==> src/rtl/owbm_pkg.sv <==
package owbm_pkg;

  localparam int TIME_BITS_DEF = 10;
  localparam int CFG_W         = 10;
  localparam int CFG_COUNT     = 8;
  localparam int CFG_IDX_W     = 3;
  localparam int IN_TDATA_W    = 16;
  localparam int OUT_TDATA_W   = 16;

  // Fixed release times of the write slots, in microseconds.
  localparam int WR_ONE_RELEASE  = 54;
  localparam int WR_ZERO_RELEASE = 10;

  typedef enum logic [3:0] {
    PH_IDLE,
    PH_RST_LOW,
    PH_RST_WAIT,
    PH_RST_TAIL,
    PH_WR_LOW,
    PH_WR_REL,
    PH_RD_LOW,
    PH_RD_WAIT,
    PH_RD_REC
  } phase_t;

  typedef enum logic [1:0] {
    CMD_TICK,
    CMD_RESET,
    CMD_WRITE,
    CMD_READ
  } cmd_t;

  typedef enum logic [CFG_IDX_W-1:0] {
    CFG_RST_LOW,
    CFG_PRES_WAIT,
    CFG_RST_TAIL,
    CFG_WR1_LOW,
    CFG_WR0_LOW,
    CFG_RD_LOW,
    CFG_RD_SAMPLE,
    CFG_RD_REC
  } cfg_idx_t;

  typedef logic [CFG_W-1:0] cfg_word_t;

  localparam cfg_word_t CFG_RESET_VAL [CFG_COUNT] = '{
    10'd480, 10'd70, 10'd410, 10'd6, 10'd60, 10'd2, 10'd10, 10'd45
  };

endpackage

==> src/rtl/onewire_bus_master.sv <==
// 1-Wire bus master, one request per microsecond tick.
// Throughput: one request per cycle while out_tready does not stall the output register;
// the whole tick (counter compare, phase changes, including chains of zero-length phases)
// is done between the input and output registers.
// Reset (rst_n low, synchronous): bus released, idle, timing registers back to defaults.
module onewire_bus_master #(
  parameter int TIME_BITS = owbm_pkg::TIME_BITS_DEF
) (
  input  logic                               clk,
  input  logic                               rst_n,
  // in_tdata: [1:0] command, [9:2] write_data, [10] line_level, [15:11] zero
  input  logic                               in_tvalid,
  output logic                               in_tready,
  input  logic [owbm_pkg::IN_TDATA_W-1:0]    in_tdata,
  // out_tdata: [0] drive_low, [1] busy_res, [2] done_res, [10:3] read_data,
  // [11] presence, [12] rejected, [15:13] zero
  output logic                               out_tvalid,
  input  logic                               out_tready,
  output logic [owbm_pkg::OUT_TDATA_W-1:0]   out_tdata,
  input  logic                               cfg_valid,
  output logic                               cfg_ready,
  input  logic [owbm_pkg::CFG_IDX_W-1:0]     cfg_index,
  input  logic [owbm_pkg::CFG_W-1:0]         cfg_data
);
  import owbm_pkg::*;

  localparam logic [TIME_BITS-1:0] TIME_MAX = {TIME_BITS{1'b1}};
  localparam logic [TIME_BITS-1:0] WR1_REL  = TIME_BITS'(WR_ONE_RELEASE);
  localparam logic [TIME_BITS-1:0] WR0_REL  = TIME_BITS'(WR_ZERO_RELEASE);

  function automatic logic [TIME_BITS-1:0] clamp_time(input cfg_word_t t);
    if ({{TIME_BITS{1'b0}}, t} > {{CFG_W{1'b0}}, TIME_MAX}) begin
      return TIME_MAX;
    end
    return TIME_BITS'(t);
  endfunction

  cfg_word_t              cfg_r [CFG_COUNT];

  logic                   s1_valid_r;
  logic [IN_TDATA_W-1:0]  s1_data_r;
  logic                   out_valid_r;
  logic [OUT_TDATA_W-1:0] out_data_r;
  logic                   advance;

  phase_t                 phase_r, phase_nxt;
  logic [TIME_BITS-1:0]   elapsed_r, elapsed_nxt;
  logic [2:0]             bit_r, bit_nxt;
  logic [7:0]             shift_r, shift_nxt;
  logic                   pres_r, pres_nxt;
  logic [7:0]             last_rd_r, last_rd_nxt;
  logic                   done_c, rej_c, drive_c;

  assign cfg_ready = 1'b1;

  always_ff @(posedge clk) begin
    if (!rst_n) begin
      for (int i = 0; i < CFG_COUNT; i++) begin
        cfg_r[i] <= CFG_RESET_VAL[i];
      end
    end else if (cfg_valid) begin
      cfg_r[cfg_index] <= cfg_data;
    end
  end

  // Input register, processing step, output register.
  assign advance    = s1_valid_r && (!out_valid_r || out_tready);
  assign in_tready  = !s1_valid_r || advance;
  assign out_tvalid = out_valid_r;
  assign out_tdata  = out_data_r;

  always_ff @(posedge clk) begin
    if (!rst_n) begin
      s1_valid_r <= 1'b0;
    end else if (in_tready) begin
      s1_valid_r <= in_tvalid;
    end
    if (in_tready && in_tvalid) begin
      s1_data_r <= in_tdata;
    end
  end

  always_comb begin
    cmd_t                 cmd;
    logic [7:0]           wdata;
    logic                 line;
    logic                 rd_all_zero;
    logic [3:0]           k;
    logic [TIME_BITS-1:0] dur;
    phase_t               ph;
    logic [TIME_BITS-1:0] el;
    logic [2:0]           bi;
    logic [7:0]           sb;

    cmd   = cmd_t'(s1_data_r[1:0]);
    wdata = s1_data_r[9:2];
    line  = s1_data_r[10];
    rd_all_zero = (cfg_r[CFG_RD_LOW] == '0) && (cfg_r[CFG_RD_SAMPLE] == '0) &&
                  (cfg_r[CFG_RD_REC] == '0);

    ph          = phase_r;
    el          = elapsed_r;
    bi          = bit_r;
    sb          = shift_r;
    pres_nxt    = pres_r;
    last_rd_nxt = last_rd_r;
    done_c      = 1'b0;
    rej_c       = 1'b0;
    drive_c     = 1'b0;
    k           = '0;
    dur         = '0;

    if (cmd != CMD_TICK) begin
      if (ph != PH_IDLE) begin
        rej_c = 1'b1;
      end else begin
        el = '0;
        bi = '0;
        case (cmd)
          CMD_RESET: ph = PH_RST_LOW;
          CMD_WRITE: begin
            ph = PH_WR_LOW;
            sb = wdata;
          end
          default: begin
            ph = PH_RD_LOW;
            sb = '0;
          end
        endcase
      end
    end

    if ((ph inside {PH_RD_LOW, PH_RD_WAIT, PH_RD_REC}) && rd_all_zero) begin
      // Every read phase is zero long: the rest of the byte is sampled in this
      // tick, each remaining bit taking the same line level.
      k  = (ph == PH_RD_REC) ? (4'd7 - {1'b0, bi}) : (4'd8 - {1'b0, bi});
      sb = (sb >> k) | (line ? ~(8'hFF >> k) : 8'h00);
      last_rd_nxt = sb;
      ph     = PH_IDLE;
      el     = '0;
      bi     = '0;
      done_c = 1'b1;
    end else begin
      // Otherwise at most three phases can end within one tick.
      for (int s = 0; s < 3; s++) begin
        case (ph)
          PH_RST_LOW:  dur = clamp_time(cfg_r[CFG_RST_LOW]);
          PH_RST_WAIT: dur = clamp_time(cfg_r[CFG_PRES_WAIT]);
          PH_RST_TAIL: dur = clamp_time(cfg_r[CFG_RST_TAIL]);
          PH_WR_LOW:   dur = clamp_time(sb[bi] ? cfg_r[CFG_WR1_LOW] : cfg_r[CFG_WR0_LOW]);
          PH_WR_REL:   dur = sb[bi] ? WR1_REL : WR0_REL;
          PH_RD_LOW:   dur = clamp_time(cfg_r[CFG_RD_LOW]);
          PH_RD_WAIT:  dur = clamp_time(cfg_r[CFG_RD_SAMPLE]);
          PH_RD_REC:   dur = clamp_time(cfg_r[CFG_RD_REC]);
          default:     dur = '0;
        endcase
        if (ph != PH_IDLE && el >= dur) begin
          el = '0;
          case (ph)
            PH_RST_LOW: ph = PH_RST_WAIT;
            PH_RST_WAIT: begin
              pres_nxt = !line;
              ph       = PH_RST_TAIL;
            end
            PH_WR_LOW: ph = PH_WR_REL;
            PH_WR_REL: begin
              if (bi == 3'd7) begin
                ph     = PH_IDLE;
                bi     = '0;
                done_c = 1'b1;
              end else begin
                bi = bi + 3'd1;
                ph = PH_WR_LOW;
              end
            end
            PH_RD_LOW: ph = PH_RD_WAIT;
            PH_RD_WAIT: begin
              sb = {line, sb[7:1]};
              ph = PH_RD_REC;
            end
            PH_RD_REC: begin
              if (bi == 3'd7) begin
                last_rd_nxt = sb;
                ph     = PH_IDLE;
                bi     = '0;
                done_c = 1'b1;
              end else begin
                bi = bi + 3'd1;
                ph = PH_RD_LOW;
              end
            end
            default: begin
              ph     = PH_IDLE;
              bi     = '0;
              done_c = 1'b1;
            end
          endcase
        end
      end
    end

    if (ph != PH_IDLE) begin
      drive_c = (ph == PH_RST_LOW) || (ph == PH_WR_LOW) || (ph == PH_RD_LOW);
      if (el < TIME_MAX) begin
        el = el + 1'b1;
      end
    end

    phase_nxt   = ph;
    elapsed_nxt = el;
    bit_nxt     = bi;
    shift_nxt   = sb;
  end

  always_ff @(posedge clk) begin
    if (!rst_n) begin
      phase_r     <= PH_IDLE;
      elapsed_r   <= '0;
      bit_r       <= '0;
      shift_r     <= '0;
      pres_r      <= 1'b0;
      last_rd_r   <= '0;
      out_valid_r <= 1'b0;
    end else begin
      if (advance) begin
        phase_r   <= phase_nxt;
        elapsed_r <= elapsed_nxt;
        bit_r     <= bit_nxt;
        shift_r   <= shift_nxt;
        pres_r    <= pres_nxt;
        last_rd_r <= last_rd_nxt;
        out_valid_r <= 1'b1;
      end else if (out_tready) begin
        out_valid_r <= 1'b0;
      end
    end
  end

  always_ff @(posedge clk) begin
    if (advance) begin
      out_data_r <= {3'b000, rej_c, pres_nxt, last_rd_nxt, done_c,
                     (phase_nxt != PH_IDLE), drive_c};
    end
  end

  // A finished operation never reports itself as still running.
  a_done_not_busy: assert property (@(posedge clk) disable iff (!rst_n)
    out_valid_r |-> !(out_data_r[2] && out_data_r[1]))
    else $error("done and busy set in the same result");

  // The bus is only pulled low while an operation runs.
  a_drive_busy: assert property (@(posedge clk) disable iff (!rst_n)
    out_valid_r && out_data_r[0] |-> out_data_r[1])
    else $error("bus driven low while idle");

  // A request is only flagged as rejected when an operation was already running.
  a_rej_busy: assert property (@(posedge clk) disable iff (!rst_n)
    advance && rej_c |-> phase_r != PH_IDLE)
    else $error("request rejected while idle");

  // Idle leaves no bit position or elapsed count behind.
  a_idle_clean: assert property (@(posedge clk) disable iff (!rst_n)
    phase_r == PH_IDLE |-> bit_r == '0 && elapsed_r == '0)
    else $error("idle with stale slot state");

  // The busy flag in a result matches the phase the block moved into.
  a_busy_phase: assert property (@(posedge clk) disable iff (!rst_n)
    advance |=> out_data_r[1] == (phase_r != PH_IDLE))
    else $error("busy flag disagrees with phase");

endmodule

==> config.mk <==
export PLATFORM = sky130hd
export DESIGN_NAME = onewire_bus_master
export DESIGN_NICKNAME = d
export VERILOG_FILES = /design/src/rtl/owbm_pkg.sv /design/src/rtl/onewire_bus_master.sv
export SDC_FILE = /design/constraint.sdc
export NUM_CORES = 1
export LEC_CHECK = 0
export ABC_CLOCK_PERIOD_IN_PS = 18500
export BUFFER_PORTS_ARGS = -buffer_cell sky130_fd_sc_hd__buf_2
export CAP_MARGIN = 40
export CORE_AREA = 2 2 226 139
export DETAILED_ROUTE_END_ITERATION = 6
export DIE_AREA = 0 0 228 141
export PLACE_DENSITY_LB_ADDON = 0.15
export REMOVE_ABC_BUFFERS = 1
export SLEW_MARGIN = 15
export SYNTH_ARGS = -nofsm -noshare
export SYNTH_HDL_FRONTEND = slang
export SYNTH_SLANG_ARGS = --single-unit
==> constraint.sdc <==
create_clock -name clk -period 18.5 [get_ports clk]
set_input_delay 0.925 -clock clk [delete_from_list [all_inputs] [get_ports clk]]
set_output_delay 0.925 -clock clk [all_outputs]
set_load 0.02 [all_outputs]
=== Word-level counts from Yosys, hierarchy flattened ===
Memory sizes are Yosys's and may differ from the RTL's.
Cells that the tools add are included.

* $add $sub $neg: 6
* $lt $le $gt $ge: 7
* Eq/ne operators: 32
* Shift operators: 2
* Muxes and demuxes: 110
* Bitwise logic cells: 2
* Reduce and logical (&&, ||, !) cells: 33

{| class="wikitable"
|+ Operators by type and width
! kind !! count
|-
| $pmux 10 s8 || 3
|-
| $mux 8 || 22
|-
| $mux 10 || 17
|-
| $pmux 4 s7 || 3
|-
| $eq 4x3->1 const B || 14
|-
| $mux 3 || 18
|-
| $mux 4 || 9
|-
| $ge 10x10->1 || 3
|-
| $logic_not 10->1 || 3
|-
| $eq 4x2->1 const B || 6
|-
| $mux 1 || 24
|-
| $pmux 3 s2 || 4
|-
| $reduce_bool 4->1 || 5
|-
| $mux 6 || 3
|-
| $eq 4x1->1 const B || 4
|-
| $pmux 8 s2 || 1
|-
| $reduce_or 5->1 || 3
|-
| $eq 4x4->1 const B || 3
|-
| $lt 3x4->1 const B || 3
|-
| $add 10x1->10 const B || 1
|-
| $lt 10x10->1 const B || 1
|-
| $reduce_or 10->1 || 1
|-
| $add 3x1->3 const B || 3
|-
| $bmux 1 s3 || 3
|-
| other kinds (16) || 35
|}

* Register bits: 60
* Bits in writable memories: 80
* Bits of input ports: 34
* Output and inout bits: 19
* Logic and storage cells: 206
* Memories: 1

{| class="wikitable"
|+ Memory list
! memory !! words !! bits a word !! read ports !! clocked after Yosys merged registers in !! wr ports !! line !! source
|-
| cfg_r || 8 || 10 || 8 || 0 || 8 || onewire_bus_master.sv:38 || <nowiki>cfg_word_t cfg_r [CFG_COUNT];</nowiki>
|}

=== Depth between registers and ports, before layout ===
* Depth after elaboration: 34
* Mapped depth: 68
* Mapped depth without buffers: 61

=== Worst setup path before layout ===
Ideal clock, no wire load.

* Path type: reg2reg
* From: reg s1_data_r[0]
* To: reg elapsed_r[4]
* Library setup time: 0.079 ns
* Data arrival time: 13.709 ns
* Required time: 18.421 ns
* Slack: 4.712 ns
* Cell stages (with the launch flop): 64
* Buffers on the path: 6
* Clock period less this slack: 13.788 ns
* Path through: edfxtp_1 > inv_1 > ha_1 > buf_2 > nor4_1 > and3_1 > clkbuf_1 > clkbuf_1 > a22o_1 > a221oi_1 > o31ai_1 > clkbuf_1 > mux2_2 > a221oi_1 > ha_1 > nand4_2 > or3b_4 > o221a_2 > [... 28 more ...] > a21oi_1 > o21ai_0 > a2111o_1 > a221o_1 > nand4_1 > nand2_1 > inv_1 > nand2_1 > nor2_1 > ha_1 > nand4_1 > nor3_1 > nand3_1 > nand4_1 > nor3_1 > o21ai_0 > nand4_1 > o211ai_1

* Longest elaborated chain between the ends: 34

{| class="wikitable"
|+ RTL lines
! what !! line !! source
|-
| from (decl) || onewire_bus_master.sv:41 || <nowiki>logic [IN_TDATA_W-1:0] s1_data_r;</nowiki>
|-
| from (signal assigned) || onewire_bus_master.sv:79 || <nowiki>s1_data_r <= in_tdata;</nowiki>
|-
| $eq 2x2->1 / $eq 2x1->1 (equally long branches) || onewire_bus_master.sv:119 || <nowiki>case (cmd)</nowiki>
|-
| $pmux 8 s2 || onewire_bus_master.sv:119 ||
|-
| $mux 8 || onewire_bus_master.sv:114 || <nowiki>if (ph != PH_IDLE) begin</nowiki>
|-
| $mux 8 || onewire_bus_master.sv:113 || <nowiki>if (cmd != CMD_TICK) begin</nowiki>
|-
| $bmux 1 s3 || onewire_bus_master.sv:150, onewire_bus_master.sv:151 ||
|-
| $mux 1 (implied by the code) || onewire_bus_master.sv:150, onewire_bus_master.sv:151 ||
|-
| $mux 10 / $mux 6 (equally long branches) || onewire_bus_master.sv:150, onewire_bus_master.sv:151 ||
|-
| $pmux 10 s8 || onewire_bus_master.sv:146 || <nowiki>case (ph)</nowiki>
|-
| [... 18 more ...] || n/a ||
|-
| $mux 10 || onewire_bus_master.sv:133 || <nowiki>if ((ph inside {PH_RD_LOW, PH_RD_WAIT, PH_RD_REC}) && rd_all_zero) begin</nowiki>
|-
| $ge 10x10->1 || onewire_bus_master.sv:157 || <nowiki>if (ph != PH_IDLE && el >= dur) begin</nowiki>
|-
| $logic_and 1x1->1 || onewire_bus_master.sv:157 ||
|-
| $mux 10 || onewire_bus_master.sv:157 ||
|-
| $mux 10 || onewire_bus_master.sv:133 ||
|-
| $add 10x1->10 / $lt 10x10->1 (equally long branches) || onewire_bus_master.sv:205, onewire_bus_master.sv:204 ||
|-
| $mux 10 || onewire_bus_master.sv:204 || <nowiki>if (el < TIME_MAX) begin</nowiki>
|-
| $mux 10 (*) || onewire_bus_master.sv:202 || <nowiki>if (ph != PH_IDLE) begin</nowiki>
|-
| to (signal assigned) || onewire_bus_master.sv:227 || <nowiki>elapsed_r <= elapsed_nxt;</nowiki>
|-
| to (decl) || onewire_bus_master.sv:47 || <nowiki>logic [TIME_BITS-1:0] elapsed_r, elapsed_nxt;</nowiki>
|}

Mark *: on every way between the ends. The rest lies on a longest branch, timed or not. The select of a mux whose other input is x is not followed.
A chain may end at the register's enable or synchronous reset.

=== Worst setup path in the final report ===
* From: reg phase_r[2]
* To: reg elapsed_r[4]

* Longest elaborated chain between the ends: 33

{| class="wikitable"
|+ RTL lines
! what !! line !! source
|-
| from (decl) || onewire_bus_master.sv:46 || <nowiki>phase_t phase_r, phase_nxt;</nowiki>
|-
| from (signal assigned) || onewire_bus_master.sv:226 || <nowiki>phase_r <= phase_nxt;</nowiki>
|-
| $reduce_bool 4->1 || onewire_bus_master.sv:114 ||
|-
| $mux 8 / $mux 3 (equally long branches) || onewire_bus_master.sv:114 ||
|-
| $mux 8 / $mux 3 (equally long branches) || onewire_bus_master.sv:113 ||
|-
| $bmux 1 s3 || onewire_bus_master.sv:150, onewire_bus_master.sv:151 ||
|-
| $mux 1 (implied by the code) || onewire_bus_master.sv:150, onewire_bus_master.sv:151 ||
|-
| $mux 10 / $mux 6 (equally long branches) || onewire_bus_master.sv:150, onewire_bus_master.sv:151 ||
|-
| $pmux 10 s8 || onewire_bus_master.sv:146 ||
|-
| $mux 10 || onewire_bus_master.sv:133 ||
|-
| [... 17 more ...] || n/a ||
|-
| $mux 10 || onewire_bus_master.sv:133 ||
|-
| $ge 10x10->1 || onewire_bus_master.sv:157 ||
|-
| $logic_and 1x1->1 || onewire_bus_master.sv:157 ||
|-
| $mux 10 || onewire_bus_master.sv:157 ||
|-
| $mux 10 || onewire_bus_master.sv:133 ||
|-
| $add 10x1->10 / $lt 10x10->1 (equally long branches) || onewire_bus_master.sv:205, onewire_bus_master.sv:204 ||
|-
| $mux 10 || onewire_bus_master.sv:204 ||
|-
| $mux 10 (*) || onewire_bus_master.sv:202 ||
|}

Marked as above.

==> impl_metrics.ini <==
[run_status]
outcome = complete, but fails checks
violations = design-rule violations

[yosys]
ys_types = 80
seq_area_frac_synth_pct = 37.03
synth_seq_cells = 140
synth_warnings = 0
synth_ff_type = edfxtp_1
synth_edf_count = 104
syn_area_mm2 = 0.01038
syn_area_per_cell_um2 = 8.939
syn_inst = 1161
async_flop_share_pct = 0

[global_route]
grt_use_met2_pct = 29.59
grt_max_degree = 44
grt.busiest_layer = met1
grt_pass1_vias = 8927
grt.met3_usage_pct = 8.940
grtUsageMet1_pct = 39.39
grt_usage_pct = 24.65
overflow = 0
antenna_found_initial = 2
grt_pass1_wl_um = 58660

[sta]
finClkSkew_ns = 0.01235
layout_min_cycle_time_ns = 16.54
min_period_over_period_pct = 89.42
rsz0062_at_grt = no
timing.fmax_mhz = 60.45
tns_ns = 0
max_slew.worst_pin.slew_ns = 0.8929
max_slew_margin_pct = 40.26
finalSetupViolations = 0
finalHoldViolations = 0
hold_ws_ns = 0.4645
drv_slew = 0

[power_and_ir_drop]
power_density_mw_per_mm2 = 152.2
pwr-share-clk_pct = 20.2
irDropWorstVdd_uv = 92.78
power_frac_comb_pct = 57.8
p_leak_nw = 4.376
power.switching_mw = 0.8957
design_power_total_mw = 1.788
seqPwrFrac_pct = 22.1
p_int_mw = 0.8927
swShare_pct = 50.09

[clocking]
cts_buffer_depth = 2
cts-resized-gates = 0
clockRootBuffer = clkbuf_16
htree_levels = 4
clk_latency_ns = 0.46
numClockSinks = 140
post_cts_buffers = 0
ctsHoldBuffers = 0
cts_tree = done
clkTransAtPathRegs_ns = 0.07
cts_buffers = 17

[floorplan]
ioPinCount = 53
chipHeight_um = 141
num_rows = 50
start_util_pct = 34.14
core_area_mm2 = 0.03040
die_area_mm2 = 0.03215
fp.dieW_um = 228

[setup_path]
arrival_ns = 16.93
cp-end-kind = flop
critPathRequiredTime_ns = 18.88
rr_worst_depth = 58
crit_path_max_incr_delay_ns = 0.66
start_kind = flop
reg2reg_to = elapsed_r[4]
worst-path-max-fanout = 20
critPathKind = flop to flop
cpMaxStageDelayCell = and3_1
r2r_slack_ns = 1.96
cp-startpoint = phase_r[2]
r2r-start = phase_r[2]

[detailed_routing]
wl_um = 39460
drc = 17
drt_first_pass_iters = 7
dr_total_vias = 9889
vias_per_cell = 6.074
wl_per_cell_um = 24.24
route.antenna.remaining_nets = 0
drt_iter0_markers = 1436

[final_layout]
fin_nets = 1275
final_common_cell = nand2_1
fill_cells = 3113
stdcell_count = 1628
drive_gt1_share_pct = 13.94
areaGrowthSynthToFinish_pct = 13.24
num_antenna_cells = 0
final_cell_mix = 121 x nand2_1, 104 x edfxtp_1, 87 x nor2_1

[place]
portBuffers = 43
dp_hpwl_um = 29610
dp.cells = 1596
gp_congestion = 0.9767

[min_path]
hold_class = flop to flop
min_path_cells = 2
hold_end = pres_r
min_from = pres_r

[run]
maxCapViolations = 0
[sequential cells by signal (all words and copies together) (netlist names)]
register and cells:
bit_r 3, cfg_r 80, elapsed_r 10, last_rd_r 8
out_tdata 13, out_tvalid 1, phase_r 4, pres_r 1
s1_data_r 11, s1_valid_r 1, shift_r 8
[critical path: cells and delay by family, from the launching register on]
kind | cells | cell delay [ns]
compound gates | 26 | 7.40
xor+xnor | 1 | 0.20
fa+ha+maj | 4 | 0.95
buf+inv | 4 | 0.99
flops | 1 | 0.54
mux | 6 | 1.85
simple gates | 17 | 4.45
[metrics by stage]
step	instance area, µm²	util [%]	setup slack (ns)
after floorplan	10100	-	3.900
after detailed placement	11160	36.71	2.339
final	11750	38.65	1.958
after global placement	11100	36.51	2.585
after global routing	11750	38.65	0.9539
after CTS	11750	38.65	2.235
[logic make-up (layout without fill, tap and decap cells)]
logic type                 Yosys count  in the layout  synth area share, %
and+or+nand+nor                    445            445                21.62
AOI/OAI and AO/OA                  377            377                26.28
DFF                                140            140                37.03
buffers and inverters               96            145                3.810
muxes                               54             54                5.702
adders and majority gates           42             42                5.063
xor gates and xnor gates             5              5               0.4219
other                                2              4              0.07236
[synthesized netlist by cell type, drive strengths merged, types with 4 or more instances]
master / number / share of area, %
a22o: 11 / 0.93
a2111oi: 5 / 0.66
o2111ai: 7 / 0.65
a222oi: 21 / 2.0
nand4: 19 / 1.2
ha: 42 / 5.1
o211ai: 16 / 1.2
a22oi: 54 / 3.9
dfxtp: 36 / 6.9
inv: 30 / 1.1
a21o: 8 / 0.58
a21oi: 81 / 3.9
or3: 20 / 1.2
a221oi: 17 / 1.4
buf: 16 / 0.92
clkbuf: 50 / 1.8
nor2b: 10 / 0.60
xnor2: 4 / 0.34
o2bb2ai: 8 / 0.68
or2: 6 / 0.36
nor4: 10 / 0.60
nor3: 18 / 0.87
nand2b: 18 / 1.1
edfxtp: 104 / 30
o22ai: 11 / 0.66
o21a: 8 / 0.58
mux2i: 22 / 2.1
o31ai: 11 / 0.80
mux2: 31 / 3.4
a221o: 4 / 0.39
a31oi: 12 / 0.72
a21boi: 12 / 0.87
and2: 81 / 4.9
a211o: 4 / 0.34
and3: 10 / 0.60
nor2: 88 / 3.2
nand3: 32 / 1.5
o221ai: 7 / 0.65
nand2: 121 / 4.4
o21ai: 47 / 2.3
a211oi: 14 / 1.3
[area by class of cell]
type / instances / area [µm²] / area share [%]
clock inverter: 14 / 161.4 / 1.373
multi-input combinational: 927 / 6162 / 52.43
clock buffer: 18 / 429.2 / 3.652
sequential: 140 / 3844 / 32.71
inverter: 30 / 112.6 / 0.9582
tap: 416 / 520.5 / 4.429
timing repair buffer: 83 / 523.0 / 4.450
[routing by layer]
| metal | up-vias | share of wire, % |
|---|---|---|
| li1 | 4557 | - |
| met1 | 4752 | 50 |
| met2 | 526 | 36 |
| met3 | 54 | 13 |
| met4 | 0 | 1.5 |
| met5 | - | 0 |
[worst max path at each step]
stage               slack, ns  cells after the start           end
finish                   1.96                     58  elapsed_r[4]
global route             0.95                     59  elapsed_r[4]
CTS                      2.24                     58  elapsed_r[4]
detailed placement       2.34                     58  elapsed_r[4]
global placement         2.58                     56  elapsed_r[1]
floorplan                3.90                     56  elapsed_r[4]
[power groups by stage]
stage          registers, mW  clock network, mW  logic [mW]
2_1_floorplan          0.390                  0       0.638
3_3_place_gp           0.400                  0       0.981
3_5_place_dp           0.400                  0       0.990
4_1_cts                0.393              0.365       0.993
5_1_grt                0.397              0.378        1.11
6_report               0.395              0.360        1.03
Power figures use the tool's default switching activity.
